`config.mk`:
```
export PLATFORM = sky130hd
export DESIGN_NAME = boiler_frame_sync_extractor
export DESIGN_NICKNAME = d
export VERILOG_FILES = /design/src/hw/rtl/bfse_pkg.sv /design/src/hw/rtl/bfse_capture_ram.sv /design/src/hw/rtl/bfse_sync.sv /design/src/hw/rtl/bfse_readout.sv /design/src/hw/rtl/boiler_frame_sync_extractor.sv
export SDC_FILE = /design/constraint.sdc
export NUM_CORES = 1
export LEC_CHECK = 0
export BUFFER_PORTS_ARGS = -buffer_cell sky130_fd_sc_hd__buf_2
export CAP_MARGIN = 30
export CORE_AREA = 2 2 259 261
export CTS_CLUSTER_SIZE = 20
export DETAILED_ROUTE_END_ITERATION = 12
export DIE_AREA = 0 0 261 263
export GPL_TIMING_DRIVEN = 0
export PLACE_DENSITY_LB_ADDON = 0.3
export SETUP_SLACK_MARGIN = 0.1
export SYNTH_ARGS = -nofsm -noshare
export SYNTH_HDL_FRONTEND = slang
export SYNTH_HIERARCHICAL = 1
export SYNTH_SLANG_ARGS = --single-unit
export TNS_END_PERCENT = 50
```
`constraint.sdc`:
```
create_clock -name clk -period 7.1 [get_ports clk]
set_clock_uncertainty 0.05 [all_clocks]
set_input_delay 1.065 -clock clk [delete_from_list [all_inputs] [get_ports clk]]
set_output_delay 1.065 -clock clk [all_outputs]
set_load 0.03 [all_outputs]
```
`src/hw/rtl/bfse_pkg.sv`:
```
// Shared types, constants and slot tables of the boiler frame sync extractor.
package bfse_pkg;

	localparam int FRAME_LENGTH = 512;
	localparam int CNT_W = 10;
	localparam int NUM_SLOTS = 15;
	localparam int SLOT_W = 4;
	localparam int NUM_RESULTS = 14;
	localparam int ID_W = 4;

	// configuration register indexes
	localparam logic [1:0] REG_HEADER_FIRST = 2'd0;
	localparam logic [1:0] REG_HEADER_SECOND = 2'd1;
	localparam logic [1:0] REG_HEADER_THIRD = 2'd2;

	// slot roles used by the readout
	localparam logic [SLOT_W-1:0] SLOT_FALLBACK = 4'd2;
	localparam logic [ID_W-1:0] ID_RETURN = 4'd2;
	localparam logic [ID_W-1:0] ID_LAST = 4'd13;

	localparam logic [31:0] FLT_EXP_MASK = 32'h7F80_0000;
	localparam logic [31:0] FLT_POS_200 = 32'h4348_0000;
	localparam logic [30:0] FLT_MAG_50 = 31'h4248_0000;

	typedef struct packed {
		logic en;
		logic [SLOT_W-1:0] addr;
		logic [1:0] lane;
		logic [7:0] data;
	} cap_wr_t;

	typedef struct packed {
		logic hit;
		logic [SLOT_W-1:0] slot;
		logic [1:0] lane;
	} slot_hit_t;

	function automatic logic [CNT_W-1:0] slot_start(input logic [SLOT_W-1:0] s);
		case (s)
			4'd0: slot_start = 10'd86;
			4'd1: slot_start = 10'd90;
			4'd2: slot_start = 10'd94;
			4'd3: slot_start = 10'd106;
			4'd4: slot_start = 10'd118;
			4'd5: slot_start = 10'd234;
			4'd6: slot_start = 10'd250;
			4'd7: slot_start = 10'd279;
			4'd8: slot_start = 10'd294;
			4'd9: slot_start = 10'd296;
			4'd10: slot_start = 10'd298;
			4'd11: slot_start = 10'd300;
			4'd12: slot_start = 10'd302;
			4'd13: slot_start = 10'd306;
			4'd14: slot_start = 10'd310;
			default: slot_start = '1;
		endcase
	endfunction

	function automatic logic [2:0] slot_len(input logic [SLOT_W-1:0] s);
		case (s)
			4'd7: slot_len = 3'd1;
			4'd8, 4'd9, 4'd10, 4'd11, 4'd13, 4'd14: slot_len = 3'd2;
			default: slot_len = 3'd4;
		endcase
	endfunction

	function automatic logic [31:0] slot_mask(input logic [SLOT_W-1:0] s);
		case (slot_len(s))
			3'd1: slot_mask = 32'h0000_00FF;
			3'd2: slot_mask = 32'h0000_FFFF;
			default: slot_mask = 32'hFFFF_FFFF;
		endcase
	endfunction

	function automatic logic [SLOT_W-1:0] result_slot(input logic [ID_W-1:0] k);
		case (k)
			4'd0: result_slot = 4'd0;
			4'd1: result_slot = 4'd1;
			4'd2: result_slot = 4'd3;
			4'd3: result_slot = 4'd4;
			4'd4: result_slot = 4'd5;
			4'd5: result_slot = 4'd7;
			4'd6: result_slot = 4'd6;
			4'd7: result_slot = 4'd8;
			4'd8: result_slot = 4'd9;
			4'd9: result_slot = 4'd10;
			4'd10: result_slot = 4'd11;
			4'd11: result_slot = 4'd12;
			4'd12: result_slot = 4'd13;
			4'd13: result_slot = 4'd14;
			default: result_slot = 4'd0;
		endcase
	endfunction

	// slots never overlap, so at most one compare hits
	function automatic slot_hit_t slot_decode(input logic [CNT_W-1:0] pos);
		slot_hit_t r;
		logic [CNT_W-1:0] st;
		logic [CNT_W-1:0] off;
		r = '0;
		for (int s = 0; s < NUM_SLOTS; s++) begin
			st = slot_start(SLOT_W'(s));
			off = pos - st;
			if (pos >= st && off < CNT_W'(slot_len(SLOT_W'(s)))) begin
				r.hit = 1'b1;
				r.slot = SLOT_W'(s);
				r.lane = off[1:0];
			end
		end
		return r;
	endfunction

	function automatic logic is_nan_or_inf(input logic [31:0] w);
		return (w & FLT_EXP_MASK) == FLT_EXP_MASK;
	endfunction

	function automatic logic in_fallback_range(input logic [31:0] w);
		if (is_nan_or_inf(w))
			return 1'b0;
		if (w[31])
			return w[30:0] < FLT_MAG_50;
		return w < FLT_POS_200;
	endfunction

endpackage

```
`src/hw/rtl/bfse_capture_ram.sv`:
```
// Byte-lane writable capture memory holding the frame words, registered read.
module bfse_capture_ram (
	input  logic clk,
	input  bfse_pkg::cap_wr_t wr,
	input  logic [bfse_pkg::SLOT_W-1:0] rd_addr,
	output logic [31:0] rd_data
);

	logic [3:0][7:0] mem [bfse_pkg::NUM_SLOTS];
	logic [31:0] rd_data_q;

	always_ff @(posedge clk) begin
		if (wr.en)
			mem[wr.addr][wr.lane] <= wr.data;
		rd_data_q <= mem[rd_addr];
	end

	assign rd_data = rd_data_q;

endmodule

```
`src/hw/rtl/bfse_sync.sv`:
```
// Header hunt, frame byte counter, slot decode and header registers.
module bfse_sync (
	input  logic clk,
	input  logic arst_n,
	input  logic cfg_valid,
	input  logic [1:0] cfg_index,
	input  logic [7:0] cfg_data,
	input  logic in_valid,
	output logic in_ready,
	input  logic [7:0] rx_byte,
	input  logic busy,
	output bfse_pkg::cap_wr_t wr,
	output logic frame_done
);

	typedef enum logic [1:0] {
		P_HUNT,
		P_SECOND,
		P_THIRD,
		P_FRAME
	} phase_t;

	phase_t phase_q;
	logic [bfse_pkg::CNT_W-1:0] count_q;
	logic [7:0] hdr_first_q;
	logic [7:0] hdr_second_q;
	logic [7:0] hdr_third_q;
	logic accept;
	logic last_byte;
	bfse_pkg::slot_hit_t dec;

	assign in_ready = !busy;
	assign accept = in_valid && in_ready;
	assign last_byte = count_q == bfse_pkg::CNT_W'(bfse_pkg::FRAME_LENGTH - 1);
	assign dec = bfse_pkg::slot_decode(count_q);
	assign frame_done = accept && phase_q == P_FRAME && last_byte;

	assign wr.en = accept && phase_q == P_FRAME && dec.hit;
	assign wr.addr = dec.slot;
	assign wr.lane = dec.lane;
	assign wr.data = rx_byte;

	always_ff @(posedge clk or negedge arst_n) begin
		if (!arst_n) begin
			phase_q <= P_HUNT;
			count_q <= '0;
			hdr_first_q <= '0;
			hdr_second_q <= '0;
			hdr_third_q <= '0;
		end else begin
			if (cfg_valid) begin
				case (cfg_index)
					bfse_pkg::REG_HEADER_FIRST: hdr_first_q <= cfg_data;
					bfse_pkg::REG_HEADER_SECOND: hdr_second_q <= cfg_data;
					bfse_pkg::REG_HEADER_THIRD: hdr_third_q <= cfg_data;
					default: ;
				endcase
			end
			if (accept) begin
				case (phase_q)
					P_HUNT: begin
						if (rx_byte == hdr_first_q) begin
							phase_q <= P_SECOND;
							count_q <= bfse_pkg::CNT_W'(1);
						end
					end
					// failed byte is not retried as a first header byte
					P_SECOND: begin
						if (rx_byte == hdr_second_q) begin
							phase_q <= P_THIRD;
							count_q <= bfse_pkg::CNT_W'(2);
						end else begin
							phase_q <= P_HUNT;
							count_q <= '0;
						end
					end
					P_THIRD: begin
						if (rx_byte == hdr_third_q) begin
							phase_q <= P_FRAME;
							count_q <= bfse_pkg::CNT_W'(3);
						end else begin
							phase_q <= P_HUNT;
							count_q <= '0;
						end
					end
					default: begin
						if (last_byte) begin
							phase_q <= P_HUNT;
							count_q <= '0;
						end else begin
							count_q <= count_q + 1'b1;
						end
					end
				endcase
			end
		end
	end

`ifndef SYNTHESIS
	a_hunt_count_zero: assert property (@(posedge clk) disable iff (!arst_n)
		phase_q == P_HUNT |-> count_q == '0)
		else $error("count not zero while hunting");
	a_wr_in_frame: assert property (@(posedge clk) disable iff (!arst_n)
		wr.en |-> phase_q == P_FRAME && count_q >= bfse_pkg::CNT_W'(3))
		else $error("capture write outside frame body");
	a_done_rehunt: assert property (@(posedge clk) disable iff (!arst_n)
		frame_done |=> phase_q == P_HUNT && count_q == '0)
		else $error("no return to hunt after frame end");
`endif

endmodule

```
`src/hw/rtl/bfse_readout.sv`:
```
// Frame-end readout sequencer: fallback check, word reads and result register.
module bfse_readout (
	input  logic clk,
	input  logic arst_n,
	input  logic frame_done,
	output logic busy,
	output logic [bfse_pkg::SLOT_W-1:0] rd_addr,
	input  logic [31:0] rd_data,
	output logic out_valid,
	input  logic out_ready,
	output logic [bfse_pkg::ID_W-1:0] field_id,
	output logic [31:0] field_value,
	output logic last_field
);

	typedef enum logic [2:0] {
		S_IDLE,
		S_FB_RD,
		S_FB_LD,
		S_RD,
		S_LD,
		S_OUT
	} rstate_t;

	rstate_t state_q;
	logic [bfse_pkg::ID_W-1:0] idx_q;
	logic fb_ok_q;
	logic [31:0] fb_word_q;
	logic [31:0] value_q;
	logic [bfse_pkg::SLOT_W-1:0] cur_slot;
	logic [31:0] masked;
	logic [31:0] sel_value;

	assign cur_slot = bfse_pkg::result_slot(idx_q);
	assign rd_addr = (state_q == S_FB_RD) ? bfse_pkg::SLOT_FALLBACK : cur_slot;
	assign masked = rd_data & bfse_pkg::slot_mask(cur_slot);

	// return temperature falls back to offset 94 only on NaN/inf at 106
	always_comb begin
		sel_value = masked;
		if (idx_q == bfse_pkg::ID_RETURN && bfse_pkg::is_nan_or_inf(masked) && fb_ok_q)
			sel_value = fb_word_q;
	end

	assign busy = state_q != S_IDLE;
	assign out_valid = state_q == S_OUT;
	assign field_id = idx_q;
	assign field_value = value_q;
	assign last_field = idx_q == bfse_pkg::ID_LAST;

	always_ff @(posedge clk or negedge arst_n) begin
		if (!arst_n) begin
			state_q <= S_IDLE;
			idx_q <= '0;
			fb_ok_q <= 1'b0;
		end else begin
			case (state_q)
				S_IDLE: begin
					if (frame_done) begin
						state_q <= S_FB_RD;
						idx_q <= '0;
					end
				end
				S_FB_RD: state_q <= S_FB_LD;
				S_FB_LD: begin
					fb_ok_q <= bfse_pkg::in_fallback_range(rd_data);
					state_q <= S_RD;
				end
				S_RD: state_q <= S_LD;
				S_LD: state_q <= S_OUT;
				S_OUT: begin
					if (out_ready) begin
						if (idx_q == bfse_pkg::ID_LAST) begin
							state_q <= S_IDLE;
							idx_q <= '0;
						end else begin
							state_q <= S_RD;
							idx_q <= idx_q + 1'b1;
						end
					end
				end
				default: state_q <= S_IDLE;
			endcase
		end
	end

	always_ff @(posedge clk) begin
		if (state_q == S_FB_LD)
			fb_word_q <= rd_data;
		if (state_q == S_LD)
			value_q <= sel_value;
	end

`ifndef SYNTHESIS
	a_done_when_idle: assert property (@(posedge clk) disable iff (!arst_n)
		frame_done |-> state_q == S_IDLE)
		else $error("frame end while readout busy");
	a_last_id: assert property (@(posedge clk) disable iff (!arst_n)
		(out_valid && last_field) |-> field_id == bfse_pkg::ID_LAST)
		else $error("last flag on wrong field");
	a_ld_after_rd: assert property (@(posedge clk) disable iff (!arst_n)
		state_q == S_LD |-> $past(state_q) == S_RD)
		else $error("result loaded without a read");
	a_final_to_idle: assert property (@(posedge clk) disable iff (!arst_n)
		(out_valid && out_ready && last_field) |=> state_q == S_IDLE)
		else $error("readout continued past last field");
`endif

endmodule

```
`src/hw/rtl/boiler_frame_sync_extractor.sv`:
```
// Top level of the boiler frame sync extractor.
//
//  channel  | handshake                | payload
//  ---------+--------------------------+------------------------------------
//  cfg      | cfg_valid / cfg_ready    | cfg_index[1:0], cfg_data[7:0]
//  input    | in_valid / in_ready      | rx_byte[7:0]
//  output   | out_valid / out_ready    | field_id[3:0], field_value[31:0],
//           |                          | last_field
//
// One byte per cycle while hunting or reading a frame body.
// Frame end: input stalls for the whole readout: a fallback word read, then for each
// of the 14 fields a read, a result load and an output state that waits on out_ready.
// Each field costs one capture-memory read (single read port, registered read data).
// Reset is asynchronous; the capture memory is not cleared (every word is
// written before it is read). cfg_ready is always high.
module boiler_frame_sync_extractor (
	input  logic clk,
	input  logic arst_n,
	input  logic cfg_valid,
	output logic cfg_ready,
	input  logic [1:0] cfg_index,
	input  logic [7:0] cfg_data,
	input  logic in_valid,
	output logic in_ready,
	input  logic [7:0] rx_byte,
	output logic out_valid,
	input  logic out_ready,
	output logic [3:0] field_id,
	output logic [31:0] field_value,
	output logic last_field
);

	bfse_pkg::cap_wr_t wr;
	logic frame_done;
	logic busy;
	logic [bfse_pkg::SLOT_W-1:0] rd_addr;
	logic [31:0] rd_data;

	assign cfg_ready = 1'b1;

	bfse_sync u_sync (
		.clk        (clk),
		.arst_n     (arst_n),
		.cfg_valid  (cfg_valid),
		.cfg_index  (cfg_index),
		.cfg_data   (cfg_data),
		.in_valid   (in_valid),
		.in_ready   (in_ready),
		.rx_byte    (rx_byte),
		.busy       (busy),
		.wr         (wr),
		.frame_done (frame_done)
	);

	bfse_capture_ram u_ram (
		.clk     (clk),
		.wr      (wr),
		.rd_addr (rd_addr),
		.rd_data (rd_data)
	);

	bfse_readout u_readout (
		.clk         (clk),
		.arst_n      (arst_n),
		.frame_done  (frame_done),
		.busy        (busy),
		.rd_addr     (rd_addr),
		.rd_data     (rd_data),
		.out_valid   (out_valid),
		.out_ready   (out_ready),
		.field_id    (field_id),
		.field_value (field_value),
		.last_field  (last_field)
	);

endmodule

```
==> results of run 1 <==
## metal layers
| metal | vias up | share of wire [%] | track usage, % | wire length (um) |
|---|---|---|---|---|
| met5 | - | 0.017 | 0 | 11 |
| met3 | 101 | 7.3 | 3.77 | 4600 |
| met2 | 553 | 47 | 29.4 | 29900 |
| met4 | 2 | 2.6 | 5.51 | 1670 |
| li1 | 6674 | - | - | - |
| met1 | 7679 | 43 | 25.8 | 27100 |
## flip-flops by register name, summed over array words and instances, names as in the netlist
name / cells
u_sync/hdr_third_q: 8
u_readout/fb_ok_q: 1
u_readout/fb_word_q: 32
u_readout/field_value: 32
u_sync/phase_q: 2
u_readout/state_q: 3
u_readout/field_id: 4
u_sync/hdr_second_q: 8
u_ram/rd_data: 32
u_sync/hdr_first_q: 8
u_ram/mem: 480
u_sync/count_q: 10
## power by group through the flow
stage | logic (uW) | clock network, uW | registers, uW
finish | 438 | 3220 | 4030
global route | 482 | 3430 | 4040
CTS | 436 | 3290 | 4030
detailed placement | 434 | 0 | 4110
global placement | 423 | 0 | 4110
floorplan | 297 | 0 | 4100
## cells by family (layout without fill, tap and decap cells)
kind of cell / count (synthesis) / count (layout)
AO/OA/AOI/OAI: 281 / 281
XOR/XNOR: 35 / 35
adder cells (fa/ha/maj): 21 / 21
buffers and inverters: 132 / 312
flip-flops: 620 / 620
multiplexers: 174 / 174
other: 1 / 1
AND/OR/NAND/NOR: 390 / 390
## area by class of cell
class	instances	area (um^2)	area share (%)
Buffer	106	636	2.15
Clock buffer	82	1660	5.62
Clock inverter	31	364	1.23
Inverter	26	97.6	0.330
Multi-Input combinational cell	902	7300	24.7
Sequential cell	620	18100	61.1
Tap cell	864	1080	3.65
Timing Repair Buffer	67	388	1.31
## cell usage after synthesis, types with 6 or more instances
library cell	instances	share of area (%)
edfxtp_1	544	63
nor2_1	121	1.7
nand2_1	107	1.5
mux4_2	90	7.8
o21ai_0	60	1.2
a21oi_1	49	0.94
mux2i_1	48	1.8
buf_2	45	0.86
dfrtp_1	44	4.2
a22oi_1	32	0.92
dfxtp_1	32	2.5
mux2_2	31	1.3
o211ai_1	30	0.86
nand2b_1	29	0.69
clkbuf_1	24	0.35
inv_1	23	0.33
nor2b_1	23	0.55
xnor2_1	23	0.77
buf_4	22	0.63
ha_1	21	1.0
nand3_1	21	0.40
a31oi_1	19	0.46
a211o_1	13	0.44
buf_6	13	0.56
nand4_1	13	0.31
o22ai_1	13	0.31
xor2_1	12	0.40
nor3_1	11	0.21
o21ai_1	8	0.15
o31ai_1	8	0.23
and3_1	7	0.17
nand3b_1	6	0.17
nor4_1	6	0.14
or3_1	6	0.14
## metrics by stage
| stage | std cells | hold WS (ps) | worst slack (ps) | total power [uW] |
|---|---|---|---|---|
| 6_report | 2698 | 284 | 1540 | 7690 |
| 3_3_place_gp | 2579 | 364 | 1680 | 4530 |
| 2_1_floorplan | 1654 | 351 | 2910 | 4390 |
| 4_1_cts | 2697 | 258 | 1660 | 7760 |
| 5_1_grt | 2698 | 285 | 1370 | 7950 |
| 3_5_place_dp | 2584 | 366 | 1650 | 4540 |
## path summary, 6_finish.rpt
path,from,depth (start not counted),end,slack (ps)
max in group asynchronous,arst_n,2,u_readout/state_q[1],6190
setup reg to reg,u_sync/count_q[2],16,u_ram/mem[13][6],1540
hold reg to reg,u_ram/rd_data[4],0,u_readout/fb_word_q[4],370
hold / removal,arst_n,1,u_sync/hdr_second_q[4],280
setup / recovery,u_sync/count_q[2],16,u_ram/mem[13][6],1540
min in group clk,u_ram/rd_data[4],0,u_readout/fb_word_q[4],370
## cells in the final DEF (no fill, tap or decap), drive strengths merged, types with 31 or more instances in the layout
cell and count:
buf 148, nand2 108, mux2i 48, clkbuf 107, dfrtp 44, edfxtp 544
o21ai 70, mux2 36, o211ai 31, a22oi 32, mux4 90, a21oi 51
dfxtp 32, nor2 122
==> impl_metrics.env, run 1 <==
export IMPL_outcome="finished clean"
export IMPL_power_internal_uw=6020
export IMPL_first_pass_iters=6
export IMPL_port_buffer_count=61
export IMPL_ys_warn_count=6
export IMPL_die_y_um=263
export IMPL_cp_end_kind="flop"
export IMPL_grt_pass1_vias=15100
export IMPL_cp_num_buf_inv=6
export IMPL_fin_nets=1827
export IMPL_setup_viol=0
export IMPL_avgRoutedWirePerCell_um=23.4
export IMPL_period_share_pct=78.3
export IMPL_synth_cells=1654
export IMPL_grt_pass1_wl_um=95500
export IMPL_tightestPinTransition_ps=993
export IMPL_p_leak_uw=0.00998
export IMPL_synthMuxAreaShare_pct=11.2
export IMPL_cts_buffers=60
export IMPL_clk_latency_ps=640
export IMPL_vias_per_cell=5.56
export IMPL_drive_gt1_share_pct=21.5
export IMPL_cap_violations=0
export IMPL_syn_avg_cell_area_um2=15.8
export IMPL_cts_tree="built"
export IMPL_ys_ff_latch=620
export IMPL_fin_area_um2=29600
export IMPL_antenna_left=0
export IMPL_synth_cell_types=88
export IMPL_final_util_pct=45.1
export IMPL_antenna_cells=0
export IMPL_hold_viol=0
export IMPL_synth_edf_count=544
export IMPL_dieArea_um2=68600
export IMPL_relSlewSlack_pct=33.6
export IMPL_worst_path_max_delay_cell="nor2_1"
export IMPL_io_pins=63
export IMPL_clk_pin_slew_ps=60
export IMPL_peakVddDrop_mv=0.216
export IMPL_power_density_nw_per_um2=260
export IMPL_criticalPathCategory="reg2reg"
export IMPL_overflow=0
export IMPL_initial_core_util_pct=39.8
export IMPL_max_freq_mhz=180
export IMPL_clockBufferDepth=3
export IMPL_routed_wirelength_um=63200
export IMPL_synthSimpleGateAreaFrac_pct=7.44
export IMPL_slew_viol_final=0
export IMPL_grt_max_degree=61
export IMPL_remaining_drc_errors=0
export IMPL_netlist_area_um2=26100
export IMPL_gp_congestion=0.864
export IMPL_core_rowCount=94
export IMPL_post_cts_buffers=0
export IMPL_vias=15000
export IMPL_hold_path_class="in2async"
export IMPL_cts_num_sinks=620
export IMPL_synth_async_reset_ratio_pct=7.10
export IMPL_worstPathArrival_ps=5770
export IMPL_hpwl_um=42800
export IMPL_cts_resized=0
export IMPL_cp_slowest_stage_delay_ps=730
export IMPL_drt_iter0_markers=1667
export IMPL_dieWidth_um=261
export IMPL_clkPwrFrac_pct=41.9
export IMPL_synth_top_family_by_area="multiplexers"
export IMPL_critPathRequiredTime_ps=7310
export IMPL_fin_crit_ps=5560
export IMPL_rsz0062_at_grt="no"
export IMPL_synth_xor_area_share_pct=1.17
export IMPL_cp_start_kind="flop"
export IMPL_area_delta_synth_final_pct=13.4
export IMPL_p_seq_share_pct=52.4
export IMPL_nFillCells=5738
export IMPL_grt_usage_pct=18.5
export IMPL_path_delay_family="simple AND/OR/NAND/NOR gates"
export IMPL_cts_root_buffer="clkbuf_16"
export IMPL_synth_compound_area_share_pct=7.15
export IMPL_htreeDepth=2
export IMPL_worstPathCellList="buf_6 -> buf_2 -> inv_1 -> ha_1 -> buf_2 -> and3b_1 -> a21boi_1 -> a41oi_1 -> or4_4 -> o211ai_2 -> a2111oi_2 -> o21ai_1 -> or3b_2 -> clkbuf_1 -> clkbuf_1 -> nor2_1"
export IMPL_synth_flop_cell="edfxtp_1"
export IMPL_syn_nets=1698
export IMPL_netSwitchingFraction_pct=21.8
export IMPL_antenna_found_initial=1
export IMPL_ctsHoldBuffers=0
export IMPL_combPwrFrac_pct=5.7
export IMPL_fin_setup_tns_ps=0
export IMPL_synth_seq_area_share_pct=69.2
export IMPL_crit_fanout=10
export IMPL_synth_fa_ha_area_share_pct=1.01
export IMPL_place_area_um2=27600
export IMPL_core_area_um2=65600
export IMPL_p_sw_uw=1670
No activity file was read; power rests on OpenSTA's default activity.
==> inputs of run 2 (changes only) <==
- ABC_AREA: not set -> 1
- CORE_AREA: 2 2 259 261 -> 2 2 271 273
- DIE_AREA: 0 0 261 263 -> 0 0 273 275
- clock period: 7.1 -> 5.23 ns (I/O delays scaled with it)
==> impl_metrics.env, run 2 <==
export IMPL_yosysTopAreaCellShare_pct=57.0
export IMPL_largest_reg_flops=480
export IMPL_r2r_cells=20
export IMPL_syn_avg_cell_area_um2=9.52
export IMPL_setup_viol=0
export IMPL_fin_setup_tns_ps=0
export IMPL_cts_buffers=69
export IMPL_grt_usage_pct=22.5
export IMPL_synth_xor_area_share_pct=0.856
export IMPL_routed_wirelength_um=84300
export IMPL_fin_nets=3196
export IMPL_drt_iter0_markers=2567
export IMPL_synth_cells=3007
export IMPL_peakVddDrop_mv=0.352
export IMPL_rsz0062_at_grt="yes"
export IMPL_cts_root_buffer="clkbuf_16"
export IMPL_hold_viol=0
export IMPL_cts_num_sinks=620
export IMPL_die_y_um=275
export IMPL_synth_flop_cell="edfxtp_1"
export IMPL_layout_commonest_cell="nand2_1"
export IMPL_fin_cells=4164
export IMPL_relSlewSlack_pct=23.3
export IMPL_antenna_found_initial=0
export IMPL_synth_seq_area_share_pct=63.1
export IMPL_hold_path_class="in2async"
export IMPL_critPathRequiredTime_ps=5410
export IMPL_clkPwrFrac_pct=22.2
export IMPL_fin_crit_ps=4950
export IMPL_synth_cell_types=45
export IMPL_met1_length_um=34900
export IMPL_top_layer_used="met4"
export IMPL_dp_slack_ps=467
export IMPL_clk_latency_ps=630
export IMPL_grt_pass1_vias=20000
export IMPL_rrSetupSlack_ps=280
export IMPL_clockBufferDepth=3
export IMPL_yosysMostFrequentCell="nand2_1"
export IMPL_gp_congestion=0.920
export IMPL_period_share_pct=94.6
export IMPL_ys_ff_latch=620
export IMPL_route_met2_wl_um=38000
export IMPL_antenna_cells=0
export IMPL_power_density_nw_per_um2=660
export IMPL_cp_slowest_stage_delay_ps=960
export IMPL_final_cell_mix="nand2_1, edfxtp_1, nand3_1"
export IMPL_hpwl_um=56200
export IMPL_nFillCells=6922
export IMPL_synth_common_cells="nand2_1, edfxtp_1, nand3_1"
export IMPL_htreeDepth=3
export IMPL_ctsHoldBuffers=0
export IMPL_cp_num_buf_inv=5
export IMPL_max_freq_mhz=202
export IMPL_p_sw_uw=10100
export IMPL_path_common_cell="nand2_1"
export IMPL_vias=21600
export IMPL_power_internal_uw=11400
export IMPL_overflow=0
export IMPL_crit_fanout=11
export IMPL_clk_pin_slew_ps=60
export IMPL_port_buffer_count=61
export IMPL_grt_max_degree=61
export IMPL_outcome="finished clean"
export IMPL_criticalPathCategory="reg2reg"
export IMPL_synth_fa_ha_area_share_pct=0.874
export IMPL_core_rowCount=99
export IMPL_antenna_left=0
export IMPL_synth_compound_area_share_pct=1.99
export IMPL_yosys_top_cells_area="edfxtp_1, nand2_1, nand3_1, dfrtp_1, inv_1"
export IMPL_worstPathArrival_ps=5130
export IMPL_grt_pass1_wl_um=125000
export IMPL_netlist_area_um2=28600
export IMPL_cp_end_kind="flop"
export IMPL_synth_top_family_by_area="simple AND/OR/NAND/NOR gates"
export IMPL_cts_resized=0
export IMPL_cts_tree="built"
export IMPL_slew_viol_final=0
export IMPL_top_register="u_ram/mem"
export IMPL_path_delay_family="simple AND/OR/NAND/NOR gates"
export IMPL_hold_ws_ps=91.3
export IMPL_synth_edf_count=544
export IMPL_netSwitchingFraction_pct=46.9
export IMPL_combPwrFrac_pct=49.6
export IMPL_io_pins=63
export IMPL_tightestPinTransition_ps=1150
export IMPL_drive_gt1_share_pct=10.6
export IMPL_regToRegStartpoint="u_sync/count_q[1]"
export IMPL_cp_start_kind="flop"
export IMPL_area_delta_synth_final_pct=13.7
export IMPL_remaining_drc_errors=0
export IMPL_first_pass_iters=7
export IMPL_r2r_end="u_ram/mem[3][19]"
export IMPL_vias_per_cell=5.18
export IMPL_core_area_um2=72300
export IMPL_synthMuxAreaShare_pct=0
export IMPL_wl_met3_um=8720
export IMPL_p_leak_uw=0.0140
export IMPL_worstPathCellList="buf_6 -> inv_2 -> ha_1 -> inv_2 -> nand2_1 -> nand2_1 -> nand2_1 -> nand2_1 -> nor2_1 -> nand2_1 -> nor2_1 -> inv_1 -> nand2_1 -> nor2_1 -> nand2_1 -> nor2_1 -> nor2_1 -> nand3_1 -> clkbuf_1 -> nor2_1"
export IMPL_worst_slack_ps=284
export IMPL_worst_path_max_delay_cell="nor2_1"
export IMPL_syn_nets=3050
export IMPL_post_cts_buffers=0
export IMPL_synth_largest_area_cell="edfxtp_1"
export IMPL_finalPower_uw=21500
export IMPL_ys_warn_count=6
export IMPL_p_seq_share_pct=28.2
export IMPL_synth_async_reset_ratio_pct=7.10
export IMPL_dieArea_um2=75100
export IMPL_dieWidth_um=273
export IMPL_initial_core_util_pct=39.6
export IMPL_avgRoutedWirePerCell_um=20.3
export IMPL_cap_violations=0
export IMPL_placedCellCount=4037
export IMPL_synthSimpleGateAreaFrac_pct=26.0
-- run 2: cells by family (layout without fill, tap and decap cells) --
logic type	count (synthesis)	in the layout
compound gates	105	105
xor+xnor	28	28
fa+ha+maj	20	20
buf+inv	436	634
flops	620	620
other cells	1	1
simple gates	1797	1797
-- run 2: area by class of cell --
cell class | instances | area [um^2] | share of cell area, %
Timing Repair Buffer | 75 | 482 | 1.48
Tap cell | 959 | 1200 | 3.69
Sequential cell | 620 | 18100 | 55.5
Clock inverter | 35 | 383 | 1.18
Inverter | 289 | 1100 | 3.39
Multi-Input combinational cell | 1951 | 8520 | 26.2
Buffer | 147 | 937 | 2.88
Clock buffer | 88 | 1850 | 5.68
-- run 2: metal layers --
| layer | global-route usage (%) | vias to the layer above |
|---|---|---|
| li1 | - | 10100 |
| met1 | 30.7 | 10200 |
| met2 | 35.3 | 1073 |
| met3 | 4.98 | 159 |
| met4 | 7.81 | 0 |
| met5 | 0 | - |
-- run 2: how the worst max path moves through the flow --
stage | from | endpoint | slack, ps | depth (start not counted)
2_1_floorplan | u_sync/count_q[1] | u_ram/mem[0][24] | 1980 | 20
3_3_place_gp | u_sync/count_q[1] | u_ram/mem[4][5] | 430 | 20
3_5_place_dp | u_sync/count_q[1] | u_ram/mem[7][15] | 470 | 20
4_1_cts | u_sync/count_q[1] | u_ram/mem[7][10] | 450 | 20
5_1_grt | u_sync/count_q[1] | u_ram/mem[5][11] | 40 | 20
6_report | u_sync/count_q[1] | u_ram/mem[3][19] | 280 | 20
-- run 2: power by group through the flow --
stage / sequential [uW] / combinational (uW) / clock (uW)
after floorplan: 6250 / 6160 / 0
after global placement: 6150 / 10300 / 0
after detailed placement: 6170 / 10300 / 0
after CTS: 6070 / 10400 / 4840
after global routing: 6100 / 11400 / 5040
final: 6060 / 10600 / 4770
-- run 2: metrics by stage --
stage	util, %	area [um^2]
after floorplan	-	28600
after global placement	41.7	30100
after detailed placement	41.9	30300
after CTS	45.0	32500
after global routing	45.0	32600
final	45.0	32600
==> inputs of run 3 (changes only) <==
- clock period: 5.23 -> 4.7 ns (I/O delays scaled with it)
==> impl_metrics.env, run 3 (synthesis results as in run 2) <==
export IMPL_outcome="finished clean"
export IMPL_grt_usage_pct=22.4
export IMPL_avgRoutedWirePerCell_um=20.3
export IMPL_p_leak_uw=0.0140
export IMPL_dieWidth_um=273
export IMPL_cts_buffers=69
export IMPL_rrSetupSlack_ps=170
export IMPL_worstPathCellList="buf_6 -> inv_2 -> ha_1 -> inv_2 -> nand2_1 -> nand2_2 -> nand2_1 -> nand2_1 -> nor2_1 -> nand2_1 -> nor2_1 -> nand3_2 -> nand2_1 -> nor2_1 -> nand2_1 -> nor2_1 -> nor2_1 -> nand3_1 -> nor2_1"
export IMPL_fin_nets=3193
export IMPL_multi_input_area_um2=8790
export IMPL_r2r_cells=19
export IMPL_first_pass_iters=6
export IMPL_slew_viol_final=0
export IMPL_cts_tree="built"
export IMPL_cts_root_buffer="clkbuf_16"
export IMPL_fin_crit_ps=4530
export IMPL_period_share_pct=96.4
export IMPL_setup_viol=0
export IMPL_ctsHoldBuffers=0
export IMPL_initial_core_util_pct=39.6
export IMPL_regToRegStartpoint="u_sync/count_q[1]"
export IMPL_gp_congestion=0.920
export IMPL_final_cell_mix="nand2_1, edfxtp_1, nand3_1"
export IMPL_top_register="u_ram/mem"
export IMPL_criticalPathCategory="reg2reg"
export IMPL_overflow=0
export IMPL_critPathRequiredTime_ps=4880
export IMPL_r2r_end="u_ram/mem[6][17]"
export IMPL_hpwl_um=56200
export IMPL_crit_fanout=11
export IMPL_ff_latch_area_um2=18100
export IMPL_tightestPinTransition_ps=1090
export IMPL_worstPathArrival_ps=4710
export IMPL_grt_pass1_vias=20100
export IMPL_port_buffer_count=61
export IMPL_cap_violations=0
export IMPL_dieArea_um2=75100
export IMPL_area_delta_synth_final_pct=14.6
export IMPL_cts_num_sinks=620
export IMPL_grt_pass1_wl_um=125000
export IMPL_nFillCells=6902
export IMPL_post_cts_buffers=0
export IMPL_remaining_drc_errors=0
export IMPL_clk_pin_slew_ps=60
export IMPL_clk_latency_ps=630
export IMPL_max_freq_mhz=221
export IMPL_fin_setup_tns_ps=0
export IMPL_io_pins=63
export IMPL_grt_max_degree=61
export IMPL_worst_path_max_delay_cell="nor2_1"
export IMPL_cp_start_kind="flop"
export IMPL_drt_iter0_markers=2594
export IMPL_cp_end_kind="flop"
export IMPL_vias_per_cell=5.18
export IMPL_relSlewSlack_pct=27.3
export IMPL_core_rowCount=99
export IMPL_antenna_left=0
export IMPL_power_density_nw_per_um2=728
export IMPL_cp_slowest_stage_delay_ps=900
export IMPL_die_y_um=275
export IMPL_rsz0062_at_grt="yes"
export IMPL_vias=21500
export IMPL_htreeDepth=3
export IMPL_core_area_um2=72300
export IMPL_clockBufferDepth=3
export IMPL_layout_commonest_cell="nand2_1"
export IMPL_final_util_pct=45.4
export IMPL_antenna_found_initial=0
export IMPL_routed_wirelength_um=84400
export IMPL_largest_reg_flops=480
export IMPL_hold_path_class="in2async"
export IMPL_peakVddDrop_mv=0.395
export IMPL_hold_viol=0
export IMPL_drive_gt1_share_pct=11.9
==> run 3: metrics by stage <==
stage | total power, uW | worst slack (ps) | area (um^2) | hold slack, ps | cells
floorplan | 13800 | 1450 | 28600 | 359 | 3007
global placement | 18300 | -95.8 | 30100 | 362 | 4027
detailed placement | 18400 | -62.9 | 30300 | 367 | 4037
CTS | 23700 | -25.5 | 32500 | 3.99 | 4160
global route | 25100 | -14.3 | 32800 | 32.6 | 4161
finish | 23900 | 169 | 32800 | 12.5 | 4162
==> run 3: worst max-delay path by stage <==
stage / start / to / slack (ps) / cells after the start
CTS: u_sync/count_q[1] / u_ram/mem[5][15] / -30 / 20
finish: u_sync/count_q[1] / u_ram/mem[6][17] / 170 / 19
detailed placement: u_sync/count_q[1] / u_ram/mem[7][15] / -60 / 20
global route: u_sync/count_q[1] / u_ram/mem[7][20] / -10 / 19
global placement: u_sync/count_q[1] / u_ram/mem[4][5] / -100 / 20
floorplan: u_sync/count_q[1] / u_ram/mem[0][24] / 1450 / 20
==> run 3: area by class of cell <==
| class | instances | area share [%] |
|---|---|---|
| Buffer | 147 | 2.88 |
| Clock buffer | 88 | 5.63 |
| Sequential cell | 620 | 55.1 |
| Clock inverter | 35 | 1.17 |
| Multi-Input combinational cell | 1951 | 26.8 |
| Inverter | 289 | 3.37 |
| Tap cell | 959 | 3.66 |
| Timing Repair Buffer | 72 | 1.40 |
| Antenna cell | 1 | 0.00763 |
==> run 3: power by group <==
group	leakage (uW)	total (uW)	switching, uW	internal (uW)
logic	0.00715	11800	8720	3120
registers	0.00573	6750	227	6520
clock network	0.00109	5310	2260	3050
==> run 3: worst max-delay path, delay by kind of cell, from the launching register on <==
kind          cells  cell delay (ps)
flops             1              410
fa+ha+maj         1              350
simple gates     15             2780
buf+inv           3              530
==> run 3: layer usage <==
| layer | global-route usage [%] | wire (um) |
|---|---|---|
| met1 | 30.7 | 35000 |
| met2 | 35.3 | 38000 |
| met3 | 4.89 | 8600 |
| met4 | 8.02 | 2740 |
| met5 | 0 | 0 |
==> run 3: timing repair <==
action / 4_1_cts / 5_1_grt
hold endpoints to repair: 0 / 0
gates resized for setup: 8 / 83
setup endpoints to repair: 118 / 426
